===== config.mk =====
export PLATFORM = sky130hd
export DESIGN_NAME = vna_ctrl
export DESIGN_NICKNAME = d
export VERILOG_FILES = /design/src/vna_pkg.sv /design/src/vna_ctrl.sv
export SDC_FILE = /design/constraint.sdc
export NUM_CORES = 1
export LEC_CHECK = 0
export ABC_AREA = 0
export BUFFER_PORTS_ARGS = -buffer_cell sky130_fd_sc_hd__clkbuf_2
export CAP_MARGIN = 20
export CORE_MARGIN = 5
export CORE_UTILIZATION = 50
export DETAILED_ROUTE_END_ITERATION = 7
export GPL_ROUTABILITY_DRIVEN = 0
export GPL_TIMING_DRIVEN = 0
export PLACE_DENSITY = 0.77
export SYNTH_ARGS = -nofsm -noshare
export SYNTH_HDL_FRONTEND = slang
export SYNTH_SLANG_ARGS = --single-unit

===== constraint.sdc =====
create_clock -name clk -period 5.25 [get_ports clk]
set_input_delay 0.2625 -clock clk [delete_from_list [all_inputs] [get_ports clk]]
set_output_delay 0.2625 -clock clk [all_outputs]
set_load 0.02 [all_outputs]

===== src/vna_pkg.sv =====
`timescale 1ns / 1ps
// ----------------------------------------------------------------------------
// vna_pkg
// Shared constants, codes and controller/datapath interface types for the
// vertex normal accumulator.
// ----------------------------------------------------------------------------
package vna_pkg;

  localparam int VERTEX_DEPTH = 1024;
  localparam int ADDR_W       = $clog2(VERTEX_DEPTH);

  localparam int SLOT_W = 10;
  localparam int POS_W  = 24;
  localparam int NORM_W = 16;
  localparam int SUM_W  = 24;
  localparam int EDGE_W = POS_W + 1;
  localparam int CR_W   = 52;
  localparam int MAG_W  = CR_W;
  localparam int L2_W   = 62;
  localparam int SQ_W   = 64;
  localparam int LEN_W  = 31;
  localparam int REM_W  = 47;
  localparam int Q_W    = 16;
  localparam int FRAC_W = 14;

  localparam int CROSS_STEPS = 6;
  localparam int SQ_STEPS    = 3;
  localparam int ROOT_STEPS  = L2_W / 2 + 1;
  localparam int DIV_STEPS   = Q_W;

  localparam logic [1:0] FUNC_LOAD = 2'd0;
  localparam logic [1:0] FUNC_TRI  = 2'd1;
  localparam logic [1:0] FUNC_READ = 2'd2;
  localparam logic [1:0] FUNC_NONE = 2'd3;

  typedef enum logic [4:0] {
    ST_CLEAR, ST_IDLE, ST_LOAD,
    ST_TRI_RA, ST_TRI_RB, ST_TRI_RC, ST_TRI_E2, ST_CROSS, ST_CROSS_LD,
    ST_Q_RD, ST_Q_LD, ST_NORM, ST_SQ, ST_ROOT_INIT, ST_ROOT,
    ST_DIV_INIT, ST_DIV, ST_ACC_RD, ST_ACC_WR, ST_OUT
  } state_t;

  typedef enum logic [1:0] {SEL_A, SEL_B, SEL_C, SEL_SLOT} addr_sel_t;
  typedef enum logic [1:0] {SW_NONE, SW_CLEAR, SW_ZERO, SW_ACC} sum_wr_t;
  typedef enum logic [1:0] {NS_CROSS, NS_SUM, NS_ZERO} norm_src_t;
  typedef enum logic {MK_CROSS, MK_SQUARE} mul_kind_t;

  typedef struct packed {
    logic              capture;
    logic              pos_we;
    logic              pos_re;
    logic              sum_re;
    sum_wr_t           sum_wr;
    addr_sel_t         sel;
    logic [ADDR_W-1:0] clr_addr;
    logic              lat_a;
    logic              lat_e1;
    logic              lat_e2;
    mul_kind_t         mul_kind;
    logic              mul_en;
    logic              acc_en;
    logic [2:0]        mul_idx;
    logic [2:0]        acc_idx;
    logic              norm_load;
    norm_src_t         norm_src;
    logic              norm_shr;
    logic              norm_shl;
    logic              root_init;
    logic              root_step;
    logic              div_init;
    logic              div_step;
    logic              div_store;
    logic [1:0]        comp;
    logic              out_load;
  } cmd_t;

  typedef struct packed {
    logic       mag_zero;
    logic       mag_hi;
    logic       mag_lo;
    logic       out_free;
    logic       slot_ok;
    logic       tri_ok;
    logic [1:0] func;
  } sts_t;

endpackage


===== src/vna_ctrl.sv =====
`timescale 1ns / 1ps
// ----------------------------------------------------------------------------
// vna_ctrl
// Sequencer: reset clearing sweep, load, triangle and read flows, shared
// normalize / square root / divide steps.
// ----------------------------------------------------------------------------
module vna_ctrl (
  input  logic          clk,
  input  logic          rst_n,
  input  logic          in_valid,
  input  logic [1:0]    in_func,
  input  vna_pkg::sts_t sts,
  output vna_pkg::cmd_t cmd,
  output logic          in_stall
);
  import vna_pkg::*;

  state_t            state_r, state_nxt;
  logic [4:0]        cnt_r, cnt_nxt;
  logic [1:0]        comp_r, comp_nxt;
  logic [ADDR_W-1:0] clr_r, clr_nxt;

  function automatic addr_sel_t corner_sel(input logic [1:0] k);
    addr_sel_t s;
    unique case (k)
      2'd0:    s = SEL_A;
      2'd1:    s = SEL_B;
      default: s = SEL_C;
    endcase
    return s;
  endfunction

  always_ff @(posedge clk) begin
    if (!rst_n) begin
      state_r <= ST_CLEAR;
      cnt_r   <= '0;
      comp_r  <= '0;
      clr_r   <= '0;
    end else begin
      state_r <= state_nxt;
      cnt_r   <= cnt_nxt;
      comp_r  <= comp_nxt;
      clr_r   <= clr_nxt;
    end
  end

  always_comb begin
    state_nxt = state_r;
    cnt_nxt   = cnt_r;
    comp_nxt  = comp_r;
    clr_nxt   = clr_r;
    unique case (state_r)
      ST_CLEAR: begin
        clr_nxt = clr_r + 1'b1;
        if (clr_r == ADDR_W'(VERTEX_DEPTH - 1)) state_nxt = ST_IDLE;
      end
      ST_IDLE: begin
        if (in_valid) begin
          unique case (in_func)
            FUNC_LOAD: state_nxt = ST_LOAD;
            FUNC_TRI:  state_nxt = ST_TRI_RA;
            FUNC_READ: state_nxt = ST_Q_RD;
            default:   state_nxt = ST_IDLE;
          endcase
        end
      end
      ST_LOAD:   state_nxt = ST_IDLE;
      ST_TRI_RA: state_nxt = sts.tri_ok ? ST_TRI_RB : ST_IDLE;
      ST_TRI_RB: state_nxt = ST_TRI_RC;
      ST_TRI_RC: state_nxt = ST_TRI_E2;
      ST_TRI_E2: begin
        state_nxt = ST_CROSS;
        cnt_nxt   = '0;
      end
      ST_CROSS: begin
        cnt_nxt = cnt_r + 1'b1;
        if (cnt_r == 5'(CROSS_STEPS)) state_nxt = ST_CROSS_LD;
      end
      ST_CROSS_LD: state_nxt = ST_NORM;
      ST_Q_RD:     state_nxt = ST_Q_LD;
      ST_Q_LD:     state_nxt = ST_NORM;
      ST_NORM: begin
        priority if (sts.mag_zero) begin
          state_nxt = (sts.func == FUNC_TRI) ? ST_IDLE : ST_OUT;
        end else if (sts.mag_hi || sts.mag_lo) begin
          state_nxt = ST_NORM;
        end else begin
          state_nxt = ST_SQ;
          cnt_nxt   = '0;
        end
      end
      ST_SQ: begin
        cnt_nxt = cnt_r + 1'b1;
        if (cnt_r == 5'(SQ_STEPS)) state_nxt = ST_ROOT_INIT;
      end
      ST_ROOT_INIT: begin
        state_nxt = ST_ROOT;
        cnt_nxt   = '0;
      end
      ST_ROOT: begin
        cnt_nxt = cnt_r + 1'b1;
        if (cnt_r == 5'(ROOT_STEPS - 1)) begin
          state_nxt = ST_DIV_INIT;
          comp_nxt  = '0;
        end
      end
      ST_DIV_INIT: begin
        state_nxt = ST_DIV;
        cnt_nxt   = '0;
      end
      ST_DIV: begin
        cnt_nxt = cnt_r + 1'b1;
        if (cnt_r == 5'(DIV_STEPS - 1)) begin
          if (comp_r == 2'd2) begin
            state_nxt = (sts.func == FUNC_TRI) ? ST_ACC_RD : ST_OUT;
            comp_nxt  = '0;
          end else begin
            state_nxt = ST_DIV_INIT;
            comp_nxt  = comp_r + 1'b1;
          end
        end
      end
      ST_ACC_RD: state_nxt = ST_ACC_WR;
      ST_ACC_WR: begin
        if (comp_r == 2'd2) begin
          state_nxt = ST_IDLE;
        end else begin
          state_nxt = ST_ACC_RD;
          comp_nxt  = comp_r + 1'b1;
        end
      end
      ST_OUT: begin
        if (sts.out_free) state_nxt = ST_IDLE;
      end
      default: state_nxt = ST_IDLE;
    endcase
  end

  always_comb begin
    cmd = '0;
    unique case (state_r)
      ST_CLEAR: begin
        cmd.sum_wr   = SW_CLEAR;
        cmd.clr_addr = clr_r;
      end
      ST_IDLE: cmd.capture = in_valid;
      ST_LOAD: begin
        cmd.sel    = SEL_SLOT;
        cmd.pos_we = sts.slot_ok;
        cmd.sum_wr = sts.slot_ok ? SW_ZERO : SW_NONE;
      end
      ST_TRI_RA: begin
        cmd.pos_re = 1'b1;
        cmd.sel    = SEL_A;
      end
      ST_TRI_RB: begin
        cmd.pos_re = 1'b1;
        cmd.sel    = SEL_B;
        cmd.lat_a  = 1'b1;
      end
      ST_TRI_RC: begin
        cmd.pos_re = 1'b1;
        cmd.sel    = SEL_C;
        cmd.lat_e1 = 1'b1;
      end
      ST_TRI_E2: cmd.lat_e2 = 1'b1;
      ST_CROSS: begin
        cmd.mul_kind = MK_CROSS;
        cmd.mul_en   = (cnt_r < 5'(CROSS_STEPS));
        cmd.acc_en   = (cnt_r != '0);
        cmd.mul_idx  = cnt_r[2:0];
        cmd.acc_idx  = cnt_r[2:0] - 3'd1;
      end
      ST_CROSS_LD: begin
        cmd.norm_load = 1'b1;
        cmd.norm_src  = NS_CROSS;
      end
      ST_Q_RD: begin
        cmd.sum_re = sts.slot_ok;
        cmd.sel    = SEL_SLOT;
      end
      ST_Q_LD: begin
        cmd.norm_load = 1'b1;
        cmd.norm_src  = sts.slot_ok ? NS_SUM : NS_ZERO;
      end
      ST_NORM: begin
        cmd.norm_shr = !sts.mag_zero && sts.mag_hi;
        cmd.norm_shl = !sts.mag_zero && !sts.mag_hi && sts.mag_lo;
      end
      ST_SQ: begin
        cmd.mul_kind = MK_SQUARE;
        cmd.mul_en   = (cnt_r < 5'(SQ_STEPS));
        cmd.acc_en   = (cnt_r != '0);
        cmd.mul_idx  = cnt_r[2:0];
        cmd.acc_idx  = cnt_r[2:0] - 3'd1;
      end
      ST_ROOT_INIT: cmd.root_init = 1'b1;
      ST_ROOT:      cmd.root_step = 1'b1;
      ST_DIV_INIT: begin
        cmd.div_init = 1'b1;
        cmd.comp     = comp_r;
      end
      ST_DIV: begin
        cmd.div_step  = 1'b1;
        cmd.div_store = (cnt_r == 5'(DIV_STEPS - 1));
        cmd.comp      = comp_r;
      end
      ST_ACC_RD: begin
        cmd.sum_re = 1'b1;
        cmd.sel    = corner_sel(comp_r);
      end
      ST_ACC_WR: begin
        cmd.sum_wr = SW_ACC;
        cmd.sel    = corner_sel(comp_r);
        cmd.comp   = comp_r;
      end
      ST_OUT:  cmd.out_load = sts.out_free;
      default: cmd = '0;
    endcase
  end

  assign in_stall = (state_r != ST_IDLE);

endmodule


==> results by group, run 1 <==
Run status
  – Status: complete, no violations

STA
  – Final Worst Setup Slack: between 2000 and 3000 ps
  – Fmax: 367 MHz
  – Fin Clk Skew: about 10 ps
  – Max Slew Vio Count: 0
  – Slew HR: 0.590
  – Setup TNS: 0 ps
  – Final setup fails: 0
  – Transition time of the tightest slew-check pin: 612 ps
  – Final worst-path cycle share: 0.518
  – Final worst path period need: roughly 2700 ps
  – RSZ-0062 raised after global routing: no
  – Fin. Hold Viols: 0

Routing
  – DRT Pass-1 Iters: 5
  – Vias per cell: ~5.9
  – Drt total wl: between 6 and 7 mm
  – DR iter-0 viols: ~200
  – DR WL/cell: between 15 and 20 um
  – Detail Route Antenna Nets: 0
  – Vias post-DR: ~2.3k
  – # DRC: 0

Global route
  – Vias in the first global route: approximately 2.1k
  – GRT Resource Usage Total: 0.222
  – Largest net degree at the start of global routing: 13
  – M2 GR Usage: 0.372
  – Total grt overflow: 0
  – Met1 Usage GRT: 0.298
  – Met3 GRT Util: 0.0311
  – Busiest layer in global routing: met2
  – Global-route wire length before repair: 9.72 mm
  – Initial antenna violation count: 0

Floorplan
  – Die Span Y: around 74 um
  – Core ar.: between 0.003 and 0.004 sq mm
  – Die Area: 0.00547 sq mm
  – Starting density of the core: 0.515
  – Num rows: 23
  – I/O pins: 57
  – Die X-Extent: around 74 um

Clocking
  – Post-cts resize count: 0
  – Clk Latency, worst-skew pair: around 260 ps
  – TritonCTS Buffers: 3
  – CTS tree: yes
  – Clock sinks: 22
  – Hold_buf cts: 0
  – Root buffer cell: clkbuf_8
  – Htree depth: 1
  – Clock slew at reported path FFs: about 80 ps
  – Post-CTS setup buffer count: 0
  – Max Buffers Root-to-Sink: 2

Logic synthesis
  – Asr flop ratio synth: 0
  – Mapped Cells: 280
  – Warning count from the yosys run: 0
  – Synth area leaders: dfxtp_1, ha_1, nor2_1, and3_1, a21oi_1
  – Count leader, synth: nor2_1
  – Post-synthesis cell type count: slightly below 60
  – Syn Nets: about 300
  – EDFF count, synth: 0
  – Syn_area_per_cell: about 7.3 sq um
  – Yosys top cell by area: dfxtp_1
  – Top FF cell, synth: dfxtp_1
  – Post-synth top cells: nor2_1, dfxtp_1, nand2_1, a21oi_1, inv_1
  – Top-area cell type share of the netlist area: 0.215
  – Cell Area, Synth: 0.00204 sq mm
  – Yosys reg bits: 22
  – Seq/Total Area, Yosys: 0.215

Placement
  – DP HPWL: approximately 4.6 mm
  – Port Buffer Count: 56
  – Post-place instance area: approximately 0.0024 sq mm
  – Post-place setup slack: ~2900 ps

Finish
  – Post-route cell area: 0.00244 sq mm
  – Final core occ: 0.615
  – Nets: around 370
  – Fraction of layout cells with a size suffix above 1: 0.215
  – Antenna cells: 0
  – Area grow syn2layout: 19.5%

Worst setup path
  – Crit-path cells: buf_2 -> buf_1 -> clkbuf_1 -> nor3b_1 -> a21oi_1 -> nor2_1 -> a21oi_1 -> o22ai_1 -> clkbuf_2
  – CP endpoint kind: output port
  – CP max stage delay: 450 ps
  – WS Path Type: reg2out
  – CP arrival: ~2500 ps
  – CP required: approximately 5000 ps
  – CP dominant cell by count: a21oi_1
  – CP max stage cell: clkbuf_1
  – Crit start category: register
  – Worst Path Max Fanout: 10

Power and ir drop
  – Leak pwr: ~1.1 nW
  – Peak VDD IR: around 0.13 mV
  – PwrDens: approximately 130 mW/mm^2

Job
  – Max Cap Viol: 0

Worst hold path
  – Hold Crit Class: in2reg
==> layer usage <==
metal	up-vias	wire length (um)
li1	1123	-
met1	1100	2640
met2	89	2910
met3	6	430
met4	0	61
met5	-	0
==> power breakdown <==
group | leakage (nW) | total [mW] | switching (mW) | internal [mW]
registers | 0.178 | 0.172 | 0.00311 | 0.169
logic | 0.886 | 0.0228 | 0.0137 | 0.00907
clock network | 0.0288 | 0.121 | 0.0539 | 0.0668
==> worst max-delay path, delay by kind of cell (launching register included) <==
kind	cells	cell delay [ps]
buf+inv	4	1250
simple gates	2	390
flops	1	310
compound gates	3	250
==> layout by cell type (no fill, tap or decap), types with 2 or more instances in the layout <==
master and instances:
nand2b_1 3, a31oi_1 4, inv_1 16, nor3_2 2, buf_1 3, nor3b_1 5, and3_1 15, clkbuf_2 56
and2_1 7, nor4_1 2, nor2b_1 7, or4_1 2, o22ai_1 2, xnor2_1 5, dfxtp_1 22, or3_1 5
a21oi_1 16, o311ai_0 2, o21bai_1 2, nor3_1 14, clkbuf_8 4, o21ai_1 3, nand4_1 5, nand2_1 19
o31ai_1 3, nor2_1 34, xor2_1 7, nand3_1 5, buf_2 4, clkbuf_1 9, mux2i_1 4, o21ai_0 9
nand3b_1 5, ha_1 12
==> cell families after synthesis <==
group | Yosys count | synth area share
fa+ha+maj | 12 | 0.0734
flops | 22 | 0.215
buf+inv | 33 | 0.0667
mux | 6 | 0.0306
compound gates | 55 | 0.177
simple gates | 140 | 0.386
xor+xnor | 12 | 0.0514
==> final cells by class <==
class | count | area (sq um)
Fill cell | 367 | 1530
Multi-Input combinational cell | 225 | 1470
Sequential cell | 22 | 440
Timing Repair Buffer | 56 | 280
Buffer | 17 | 76.3
Tap cell | 50 | 62.6
Inverter | 16 | 60.1
Clock buffer | 4 | 55.1
==> stage by stage <==
| step | power [mW] | cells | hold slack [ps] |
|---|---|---|---|
| floorplan | 0.187 | 280 | 410 |
| global placement | 0.198 | 386 | 478 |
| detailed placement | 0.198 | 386 | 498 |
| CTS | 0.317 | 390 | 324 |
| global route | 0.329 | 390 | 372 |
| finish | 0.315 | 390 | 332 |
==> worst paths after layout <==
kind | slack (ps) | start | cells past startpoint | to
setup reg to reg | 2980 | cnt_r[0] | 7 | state_r[4]
hold / removal | 330 | rst_n | 3 | state_r[2]
setup / recovery | 2530 | state_r[1] | 9 | cmd[35]
hold reg to reg | 500 | comp_r[1] | 2 | comp_r[1]
==> sequential cells by signal (all words and copies together), names as in the netlist <==
signal,flops
clr_r,10
cnt_r,5
comp_r,2
state_r,5
Note: power is estimated with default switching activity, not from simulation.
==> run 2, diff against run 1 <==
ABC_AREA = 1   (was 0)
clock period = 2.6 ns   (was 5.25 ns; I/O delays follow)
==> run 2 against run 1 <==
Against the previous run: sequential power grew 120%; clock skew shrank 3.0 ps; power grew to 3.3 times the previous value; die area grew 0.75%; utilization grew 0.40 points.
==> results by group, run 2 <==
Run status
  – Status: complete, no violations

Worst hold path
  – Hold Crit Class: in2reg

Clocking
  – Post-CTS setup buffer count: 0
  – Clock slew at reported path FFs: 90 ps
  – Root buffer cell: clkbuf_8
  – Hold_buf cts: 0
  – Clock sinks: 22
  – Post-cts resize count: 0
  – Htree depth: 1
  – Max Buffers Root-to-Sink: 2
  – TritonCTS Buffers: 3
  – CTS tree: yes
  – Clk Latency, worst-skew pair: between 200 and 300 ps

STA
  – Fin Clk Skew: about 7.3 ps
  – Setup TNS: 0 ps
  – Fin. Hold Viols: 0
  – Final Worst Setup Slack: ~640 ps
  – Final setup fails: 0
  – Final worst path period need: a little under 2000 ps
  – Fmax: 509 MHz
  – Slew HR: 0.666
  – Max Slew Vio Count: 0
  – Final worst-path cycle share: 0.755
  – RSZ-0062 raised after global routing: no
  – Transition time of the tightest slew-check pin: between 500 and 600 ps

Finish
  – Most frequent cells in the layout: nand2_1, nor2_1, clkbuf_2
  – Antenna cells: 0
  – Nets: 450
  – Fin cells: between 400 and 500
  – Fraction of layout cells with a size suffix above 1: 0.205
  – Area grow syn2layout: 20.1%
  – Most common cell after layout, fill and taps aside: nand2_1
  – Max reg flops: 10
  – Biggest regs: clr_r x10, cnt_r x5, state_r x5
  – Largest register by flop count: clr_r

Power and ir drop
  – Total Power: approximately 1.0 mW
  – Leak pwr: about 1.4 nW
  – PwrDens: 417 mW/mm^2
  – Peak VDD IR: around 0.33 mV

Floorplan
  – Core ar.: 0.00400 sq mm
  – Num rows: 23
  – Die X-Extent: around 74 um
  – Die Span Y: 74.2 um
  – Starting density of the core: 0.515
  – Die Area: roughly 0.0055 sq mm
  – I/O pins: between 50 and 60

Routing
  – Vias post-DR: between 2k and 2.5k
  – Vias per cell: ~5.1
  – # DRC: 0
  – DR iter-0 viols: 141
  – Detail Route Antenna Nets: 0
  – DRT Pass-1 Iters: 4
  – DR WL/cell: about 12 um
  – Drt total wl: between 5 and 6 mm

Placement
  – Port Buffer Count: 56
  – DP HPWL: 4.43 mm
  – Post-place setup slack: ~800 ps
  – Dpl cells: between 400 and 500

Worst setup path
  – Worst Path Max Fanout: 8
  – CP required: 2470 ps
  – CP arrival: roughly 1800 ps
  – WS Path Type: reg2out
  – Crit start category: register
  – CP endpoint kind: output port

Logic synthesis
  – Top FF cell, synth: dfxtp_1
  – Asr flop ratio synth: 0
  – Yosys reg bits: 22
  – Syn_area_per_cell: 5.66 sq um
  – Top-area cell type share of the netlist area: 0.214
  – Seq/Total Area, Yosys: 0.214
  – Post-synth top cells: nand2_1, nor2_1, inv_1, nand3_1, a21oi_1
  – Mapped Cells: between 300 and 400
  – Cell Area, Synth: about 0.0021 sq mm
  – Yosys top cell by area: dfxtp_1
  – Synth area leaders: dfxtp_1, nand2_1, nor2_1, inv_1, nand3_1
  – EDFF count, synth: 0
  – Syn Nets: 389
  – Warning count from the yosys run: 0
  – Count leader, synth: nand2_1
  – Post-synthesis cell type count: 29

Global route
  – Met1 Usage GRT: 0.292
  – Met3 GRT Util: 0.0243
  – GRT Resource Usage Total: 0.210
  – Global-route wire length before repair: 9.34 mm
  – M2 GR Usage: 0.340
  – Total grt overflow: 0
  – Busiest layer in global routing: met2
  – Vias in the first global route: ~2.2k
  – Largest net degree at the start of global routing: 14
  – Initial antenna violation count: 0

Job
  – Max Cap Viol: 0
## run 2: cell type report
class | count | area (sq um)
Fill cell | 416 | 1520
Timing Repair Buffer | 56 | 280
Clock inverter | 1 | 30.0
Inverter | 60 | 228
Clock buffer | 3 | 41.3
Sequential cell | 22 | 440
Tap cell | 50 | 62.6
Multi-Input combinational cell | 276 | 1360
Buffer | 6 | 35.0
## run 2: per-layer routing
metal / vias to the layer above / routed length, um
met5: - / 0
met4: 0 / 89
met3: 10 / 373
met2: 85 / 2550
met1: 1035 / 2570
li1: 1264 / -
## run 2: logic make-up after synthesis
group / Yosys count / synth area share
buffers and inverters: 66 / 0.127
adders and majority gates: 12 / 0.0728
DFF: 22 / 0.214
AOI/OAI and AO/OA: 42 / 0.103
and+or+nand+nor: 218 / 0.466
xor gates and xnor gates: 4 / 0.0170
## run 2: worst max-delay path, stage by stage, from the launching register on
cell	delay [ps]
dfxtp_1	460
nand2_1	160
inv_2	160
nand3_1	170
nand2_2	150
inv_1	120
a31oi_1	150
clkbuf_2	190
## run 2: power by group
| group | internal, mW | switching, mW |
|---|---|---|
| sequential | 0.359 | 0.0245 |
| clock | 0.206 | 0.121 |
| combinational | 0.0954 | 0.227 |
## run 2: stage by stage
step                instance area [sq um]  hold slack [ps]   util
floorplan                            2060              256      -
global placement                     2400              453  0.601
detailed placement                   2400              466  0.601
CTS                                  2480              190  0.619
global route                         2480              214  0.619
finish                               2480              200  0.619
## run 2: path summary, 6_finish.rpt
check,end,cells after the start,from,slack (ps)
worst min-delay path,comp_r[1],3,rst_n,200
worst max-delay path,cmd[19],7,state_r[0],640
worst min register to register,clr_r[7],2,clr_r[7],480
worst max register to register,state_r[0],12,cnt_r[1],740
==> run 3, diff against run 2 <==
CORE_UTILIZATION = 48   (was 50)
clock period = 1.7 ns   (was 2.6 ns; I/O delays follow)
==> run 3 against run 2 <==
Against the previous run: first-iteration DRC count increased by 48%; worst hold slack lost 57 ps; setup slack worse by 560 ps; non-clock buffer count increased by 14; wire length up 4.8%; critical path type is now reg2reg; critical endpoint is now comp_r[0]; highest routed layer unchanged.
==> results by group, run 3 (synthesis gave the netlist of run 2 again) <==
STA
  – Final Worst Setup Slack: 80.5 ps
  – Fmax: ~620 MHz
  – Final worst-path cycle share: 0.953
  – Fin Clk Skew: 1.43 ps
  – Final setup fails: 0
  – Max Slew Vio Count: 0
  – Slew HR: 0.652
  – Fin. Hold Viols: 0
  – Transition time of the tightest slew-check pin: 522 ps
  – Final worst path period need: between 1500 and 2000 ps
  – RSZ-0062 raised after global routing: yes
  – Hold slack: approximately 140 ps

Worst setup path
  – CP required: 1900 ps
  – Crit-path cells: ha_4 -> nand2_4 -> nor2_4 -> ha_2 -> inv_2 -> nand4_1 -> nand2_2 -> nor2_2 -> nand2_2 -> inv_2 -> nand2_2 -> a21oi_2
  – CP endpoint kind: register
  – WS Path Type: reg2reg
  – RR Endpoint: comp_r[0]
  – Worst reg2reg path depth: 12
  – Critical R2R Launch: cnt_r[1]
  – CP dominant cell by count: nand2_2
  – CP max stage cell: dfxtp_4
  – Crit start category: register
  – Register-to-register setup slack: 80 ps
  – CP arrival: roughly 1800 ps
  – Family with the most delay on the worst path: simple AND/OR/NAND/NOR gates
  – Crit path buffers/inverters: 2
  – CP max stage delay: ~380 ps
  – CP Depth: 12
  – Worst Path Max Fanout: 5

Placement
  – DP HPWL: 4.44 mm
  – Port Buffer Count: 56
  – Post-place setup slack: -91.8 ps
  – Post-place instance area: 0.00240 sq mm
  – Dpl cells: 470

Finish
  – Area grow syn2layout: 33.1%
  – Biggest regs: clr_r x10, cnt_r x5, state_r x5
  – Fraction of layout cells with a size suffix above 1: 0.313
  – Fin cells: ~490
  – Largest register by flop count: clr_r
  – Most common cell after layout, fill and taps aside: nand2_1
  – Max reg flops: 10
  – Post-route cell area: 0.00275 sq mm
  – Most frequent cells in the layout: nand2_1, nor2_1, clkbuf_2
  – Antenna cells: 0
  – Nets: around 460

Global route
  – Vias in the first global route: about 2.1k
  – Global-route wire length before repair: 9.07 mm
  – GRT Resource Usage Total: 0.199
  – Initial antenna violation count: 0
  – Total grt overflow: 0
  – Largest net degree at the start of global routing: 18

Clocking
  – Clock sinks: 22
  – Root buffer cell: clkbuf_8
  – Clock slew at reported path FFs: roughly 80 ps
  – CTS tree: yes
  – TritonCTS Buffers: 3
  – Clk Latency, worst-skew pair: 260 ps
  – Max Buffers Root-to-Sink: 2
  – Htree depth: 1

Floorplan
  – Die X-Extent: 75.5 um
  – Die Area: 0.00571 sq mm
  – Starting density of the core: 0.505
  – Die Span Y: between 70 and 80 um
  – Core ar.: about 0.004 sq mm
  – I/O pins: 57
  – Num rows: 23

Worst hold path
  – Worst Hold Depth: 3
  – HP Start: rst_n
  – Hold Path End: state_r[0]
  – Hold Crit Class: in2reg

Routing
  – Vias post-DR: about 2.5k
  – DRT Pass-1 Iters: 5
  – Detail Route Antenna Nets: 0
  – DR iter-0 viols: between 200 and 250
  – Vias per cell: 5.09
  – # DRC: 0
  – DR WL/cell: between 10 and 15 um
  – Drt total wl: between 5 and 6 mm

Power and ir drop
  – Leak pwr: 1.47 nW
  – PwrDens: between 500 and 600 mW/mm^2
  – Peak VDD IR: 0.494 mV
  – Total Power: about 1.6 mW

Run status
  – Status: complete, no violations

Job
  – Max Cap Viol: 0
run 3: cell count changes in the layout (fill, tap and decap cells not counted), moves of 3 or more:
cell      before  now
nand3_1       32   27
buf_4          1   16
nand2_1       79   73
inv_2          4    8
nand3_2        4    8
inv_1         55   50
clkbuf_2      56   53
dfxtp_4        0    6
nor2_1        76   69
dfxtp_1       22   14
nor2_4         1    8
nand2_2        3    7
run 3: how the worst max path moves through the flow:
stage | startpoint | end
3_3_place_gp | cnt_r[1] | state_r[2]
2_1_floorplan | cnt_r[1] | state_r[0]
4_1_cts | state_r[0] | cmd[19]
6_report | cnt_r[1] | comp_r[0]
3_5_place_dp | cnt_r[1] | state_r[3]
5_1_grt | cnt_r[1] | comp_r[0]
run 3: timing repair:
action | 4_1_cts | 5_1_grt
resized for setup | 11 | 50
endpoints found under the setup margin | 30 | 36
hold buffers | 0 | 0
pin swaps | 2 | 11
buffers inserted | 3 | 13
run 3: final cells by class:
| cell class | instances | area [sq um] |
|---|---|---|
| plain buffers | 4 | 41.3 |
| well taps | 50 | 62.6 |
| inverters | 60 | 233 |
| clock buffers | 4 | 55.1 |
| repair buffers | 72 | 400 |
| fillers | 373 | 1340 |
| flip-flops and latches | 22 | 465 |
| multi-input cells | 276 | 1490 |
run 3: where the power goes:
part | total [mW] | internal, mW | leakage, nW | switching [mW]
Clock | 0.383 | 0.207 | 0.0288 | 0.176
Sequential | 0.595 | 0.547 | 0.183 | 0.0479
Combinational | 0.594 | 0.217 | 1.25 | 0.377
run 3: worst reg2reg max path, delay by kind of cell, from the launching register on:
| family | cells | cell delay [ps] |
|---|---|---|
| fa+ha+maj | 2 | 350 |
| compound gates | 1 | 120 |
| simple gates | 7 | 620 |
| buf+inv | 2 | 110 |
| flops | 1 | 380 |
run 3: per-layer routing:
layer / vias to the layer above / part of all wire / GRT usage / routed length [um]
met3: 13 / 0.067 / 0.0211 / 391
met2: 95 / 0.47 / 0.332 / 2770
li1: 1293 / - / - / -
met4: 0 / 0.019 / 0.0641 / 110
met1: 1084 / 0.44 / 0.270 / 2580
met5: - / 0 / 0 / 0
run 3: through the flow:
stage | util | setup TNS, ps
floorplan | - | 0
global placement | 0.588 | -241
detailed placement | 0.588 | -541
CTS | 0.612 | -26.3
global route | 0.672 | -55.5
finish | 0.672 | 0
